**src/rtl/cpls_pkg.sv**
```systemverilog
package cpls_pkg;

  // Register map, one 32-bit word per register
  typedef enum logic [2:0] {
    RegPowerLimit   = 3'd0,
    RegTorqueCoef   = 3'd1,
    RegSpeedSqCoef  = 3'd2,
    RegCurrentSqCoef = 3'd3,
    RegStaticPower  = 3'd4,
    RegEffRecip     = 3'd5,
    RegRatioBias    = 3'd6
  } reg_idx_e;

  // Reset values
  localparam logic [7:0]  POWER_LIMIT_RST  = 8'd60;
  localparam logic [31:0] TORQUE_COEF_RST  = 32'd2195637;
  localparam logic [31:0] SPEED_SQ_RST     = 32'd5775735;
  localparam logic [31:0] CURRENT_SQ_RST   = 32'd279276;
  localparam logic [15:0] STATIC_POWER_RST = 16'd1045;
  localparam logic [15:0] EFF_RECIP_RST    = 16'd19275;
  localparam logic [14:0] RATIO_BIAS_RST   = 15'd33;

  // Arithmetic constants
  localparam logic [11:0] LOW_VOLT     = 12'd500;   // hundredths of a volt
  localparam logic [15:0] MARGIN_Q4    = 16'd32;    // 2 W in Q.4
  localparam logic [7:0]  COIL_AMPS_Q4 = 8'd224;    // 14 A in Q.4
  // floor(x/100) = (x * VOLT_RECIP) >> VOLT_SHIFT for x below 2^20
  localparam logic [20:0] VOLT_RECIP   = 21'd1342178;
  localparam int          VOLT_SHIFT   = 27;
  localparam logic [15:0] ONE_Q15      = 16'd32768;
  localparam logic [17:0] EST_MAX      = 18'd262143;

  // Sideband that travels alongside the divider stages
  typedef struct packed {
    logic        valid;
    logic        bypass;     // result known without division
    logic [15:0] bypass_val;
    logic [17:0] est_sat;
  } div_side_t;

endpackage

```
**src/rtl/cpls_div.sv**
```systemverilog
// Pipelined restoring divider: quo = floor(num * 2^15 / den), num <= den.
// Two quotient bits per stage, eight stages.
module cpls_div (
  input  logic                 clk_i,
  input  logic                 rst_ni,
  input  logic                 en_i,
  input  cpls_pkg::div_side_t  side_i,
  input  logic [13:0]          num_i,
  input  logic [30:0]          den_i,
  output cpls_pkg::div_side_t  side_o,
  output logic [15:0]          quo_o
);

  localparam int NumStages = 8;

  logic [NumStages-1:0] vld_q;
  logic [31:0]         rem_q  [NumStages];
  logic [30:0]         den_q  [NumStages];
  logic [15:0]         quo_q  [NumStages];
  cpls_pkg::div_side_t side_q [NumStages];

  logic [31:0] rem_in [NumStages];
  logic [30:0] den_in [NumStages];
  logic [15:0] quo_in [NumStages];
  logic [31:0] rem_d  [NumStages];
  logic [15:0] quo_d  [NumStages];

  // Stage operands; the first stage takes the new division
  always_comb begin
    rem_in[0] = {18'd0, num_i};
    den_in[0] = den_i;
    quo_in[0] = '0;
    for (int s = 1; s < NumStages; s++) begin
      rem_in[s] = rem_q[s-1];
      den_in[s] = den_q[s-1];
      quo_in[s] = quo_q[s-1];
    end
  end

  // Two divide steps per stage; the very first step has no shift
  always_comb begin
    logic [31:0] r;
    logic [15:0] q;
    for (int s = 0; s < NumStages; s++) begin
      r = rem_in[s];
      q = quo_in[s];
      for (int b = 0; b < 2; b++) begin
        if (!(s == 0 && b == 0)) begin
          r = {r[30:0], 1'b0};
        end
        if (r >= {1'b0, den_in[s]}) begin
          r = r - {1'b0, den_in[s]};
          q = {q[14:0], 1'b1};
        end else begin
          q = {q[14:0], 1'b0};
        end
      end
      rem_d[s] = r;
      quo_d[s] = q;
    end
  end

  // Valid bits, the only reset state
  always_ff @(posedge clk_i or negedge rst_ni) begin
    if (!rst_ni) begin
      vld_q <= '0;
    end else if (en_i) begin
      vld_q <= {vld_q[NumStages-2:0], side_i.valid};
    end
  end

  // Stage data registers
  always_ff @(posedge clk_i) begin
    if (en_i) begin
      side_q[0] <= side_i;
      for (int s = 1; s < NumStages; s++) begin
        side_q[s] <= side_q[s-1];
      end
      for (int s = 0; s < NumStages; s++) begin
        rem_q[s] <= rem_d[s];
        quo_q[s] <= quo_d[s];
        den_q[s] <= den_in[s];
      end
    end
  end

  always_comb begin
    side_o       = side_q[NumStages-1];
    side_o.valid = vld_q[NumStages-1];
  end

  assign quo_o = quo_q[NumStages-1];

endmodule
```
**config.mk**
```make
export PLATFORM = sky130hd
export DESIGN_NAME = cpls_div
export DESIGN_NICKNAME = d
export VERILOG_FILES = /design/src/rtl/cpls_pkg.sv /design/src/rtl/cpls_div.sv
export SDC_FILE = /design/constraint.sdc
export NUM_CORES = 2
export LEC_CHECK = 0
export BUFFER_PORTS_ARGS = -buffer_cell sky130_fd_sc_hd__buf_4
export CORE_MARGIN = 5
export CORE_UTILIZATION = 40
export CTS_BUF_LIST = sky130_fd_sc_hd__clkbuf_8
export CTS_CLUSTER_SIZE = 16
export DETAILED_ROUTE_END_ITERATION = 10
export GPL_TIMING_DRIVEN = 0
export PLACE_DENSITY = 0.62
export SYNTH_ARGS = -nofsm -noshare
export SYNTH_HDL_FRONTEND = slang
export SYNTH_SLANG_ARGS = --single-unit
```
**constraint.sdc**
```tcl
create_clock -name clk_i -period 6.9 [get_ports clk_i]
set_input_delay 0.345 -clock clk_i [delete_from_list [all_inputs] [get_ports clk_i]]
set_output_delay 0.345 -clock clk_i [all_outputs]
set_load 0.03 [all_outputs]
```
==> reports/qor.csv <==
metric,value,unit
min_period,6600,ps
cp-start-kind,input pin,
max_slew_margin,0.136,
antenna_found_initial,1,
synth_top_area_cell,edfxtp_1,
grt_max_degree,134,
io_buffers,135,
worstPathArrival,7160,ps
drive_gt1_frac,0.132,
ys.flop_type,edfxtp_1,
syn-num-nets,5489,
final_hold_viol_count,0,
layout_common_cells,"786 x edfxtp_1, 468 x ha_1, 409 x a21oi_1, 405 x inv_1, 343 x nor2_1",
dr.pass1.iters,8,
ys_ff_latch,794,
r2r_slack,330,ps
synth_top_area_frac,0.449,
crit_chain,dlygate4sd3_1 -> buf_4 -> inv_1 -> ha_1 -> nand2_1 -> o21ai_0 -> nor2_1 -> a21boi_0 -> o31ai_1 -> a2111o_1 -> clkbuf_1 -> clkbuf_1 -> o21ai_0 -> ha_1 -> a21o_1 -> a21o_1 -> o41a_1 -> o31a_1 -> a31o_2 -> a211oi_1 -> o21a_2 -> inv_2 -> buf_4 -> mux2_2,
tritoncts,yes,
r2r_start,den_q[2][0],
period_share,0.957,
crit_fanout,10,
vias,37800,
syn_area,52600,um2
drt_iter0_drc,2422,
numCtsBuffers,143,
grt_overflow,0,
drtAntennaViolNets,0,
nNetsFinal,5875,
fin_skew,41.4,ps
wl_per_cell,17.1,um
syn_avg_cell_area,10.7,um2
worst_hold_slack,211,ps
ios,136,
r2r.worst_path.cells,23,
synthCells,4925,
drt-vias-per-instance,5.27,
max_cap_viol_count,0,
clkTransAtPathRegs,60,ps
setup_viol,0,
place_congestion,0.954,
routed_wl,123,mm
core,131000,um2
dp_hpwl,95.3,mm
slew_viol_final,0,
initial_utilization,0.401,
slowest_delay,530,ps
grt_use_total,0.175,
worstHoldPathType,input pin to flip-flop,
rsz0062_at_grt,false,
placementRows,133,
clockBufferDepth,3,
max_freq,151,MHz
synth_edf_count,786,
dieArea,139000,um2
cts_root_buf,clkbuf_8,
final_common_cell,edfxtp_1,
min_path_cells,2,
r2r-end,rem_q[3][29],
grt_pass1_wl,195,mm
path_delay_family,compound AO/OA/AOI/OAI gates,
htree_levels,4,
drc,0,
worst_slew_pin_slew,1290,ps
outcome,completed,
async_reset_ff_frac,0.0101,
cts.sinks,794,
required,7460,ps
areaGrowthSynthToFinish,14.3,%
seq_area_frac_synth,0.453,
cp_num_buf_inv,7,
die_x,372,um
grt_pass1_vias,38400,
die_height,372,um
clock_latency,840,ps
critPathCaptureType,flip-flop,
critPathSlowestCell,dlygate4sd3_1,
hp-start,side_i[9],
yosysUniqueCellTypes,92,
netlist_top_cells_area,"edfxtp_1 45%, ha_1 11%, xnor2_1 4.2%",
hold-path-endpoint,side_q[0][9],
crit_type,input pin to flip-flop,
yosys_warnings,0,
layout make-up:
| cell class | count | area [um2] |
|---|---|---|
| clock inverters | 112 | 756 |
| multi-input cells | 3627 | 26900 |
| fillers | 12200 | 70900 |
| clock buffers | 144 | 1980 |
| flip-flops and latches | 794 | 23800 |
| inverters | 372 | 1400 |
| well taps | 1755 | 2200 |
| plain buffers | 129 | 791 |
| diodes | 1 | 2.50 |
| repair buffers | 244 | 2190 |
metal layers:
| metal | global-route usage | up-vias | wire (um) |
|---|---|---|---|
| li1 | - | 19200 | - |
| met1 | 0.192 | 17600 | 49800 |
| met2 | 0.328 | 763 | 63300 |
| met3 | 0.0246 | 327 | 3630 |
| met4 | 0.0872 | 0 | 6070 |
| met5 | 0 | - | 0 |
worst max path at each step:
stage,start,endpoint,slack [ps],cells after the start
after floorplan,den_q[0][0],rem_q[1][10],1090,25
after global placement,den_q[2][0],rem_q[3][29],-1450,23
final,den_i[8],rem_q[0][14],300,24
after CTS,den_q[2][0],rem_q[3][29],2,23
after detailed placement,den_q[2][0],rem_q[3][29],-1540,23
after global routing,den_q[0][19],rem_q[1][29],5,26
what timing repair did:
item                                   4_1_cts  5_1_grt
setup buffers                               11        8
setup endpoints to repair                  192      204
hold buffers                                84        0
pin swaps                                    6        6
gates resized for setup                     51       67
endpoints found under the hold margin      130        0
synth_stat cells, drive strengths merged (9+ instances only):
master,count
nand2,290
o31a,12
nand3,82
o21ai,298
nor2b,41
nor3,69
o311ai,9
mux2,236
and3,39
o21bai,69
inv,372
or2,18
o31ai,30
a311oi,16
a31oi,52
edfxtp,786
xnor2,254
o211ai,33
a2111oi,23
o21a,75
nand2b,52
and2,33
a211o,13
buf,70
or3,34
a211oi,56
nor2,344
o22ai,11
a21oi,418
a21o,217
a41oi,10
fa,9
ha,471
nor4,19
clkbuf,62
nand4,40
and4,15
xor2,106
a221o,9
a21boi,10
a221oi,15
cell families after synthesis:
kind of cell             count (synthesis)  synth area share
AO/OA/AOI/OAI                         1438             0.177
adder cells (fa/ha/maj)                480             0.116
AND/OR/NAND/NOR                       1105            0.0995
flip-flops                             794             0.453
XOR/XNOR                               360            0.0600
buffers and inverters                  504            0.0405
multiplexers                           244            0.0546
per-stage QoR:
stage	utilization	cells	setup WS (ps)	TNS (ps)	instance area, um2
2_1_floorplan	-	4925	1090	0	52600
3_3_place_gp	0.426	6815	-1450	-959070	55800
3_5_place_dp	0.427	6821	-1540	-190480	55900
4_1_cts	0.456	7171	2.33	0	59800
5_1_grt	0.459	7178	4.61	0	60100
6_report	0.459	7178	299	0	60100
registers in the layout (all words and copies together), names as in the netlist:
signal	count
vld_q	8
rem_q	217
quo_q	72
den_q	217
side_q	280
Power is left out: the tool's default activity adds up to more than one toggle a clock period on the data nets, which glitch-free logic cannot reach.
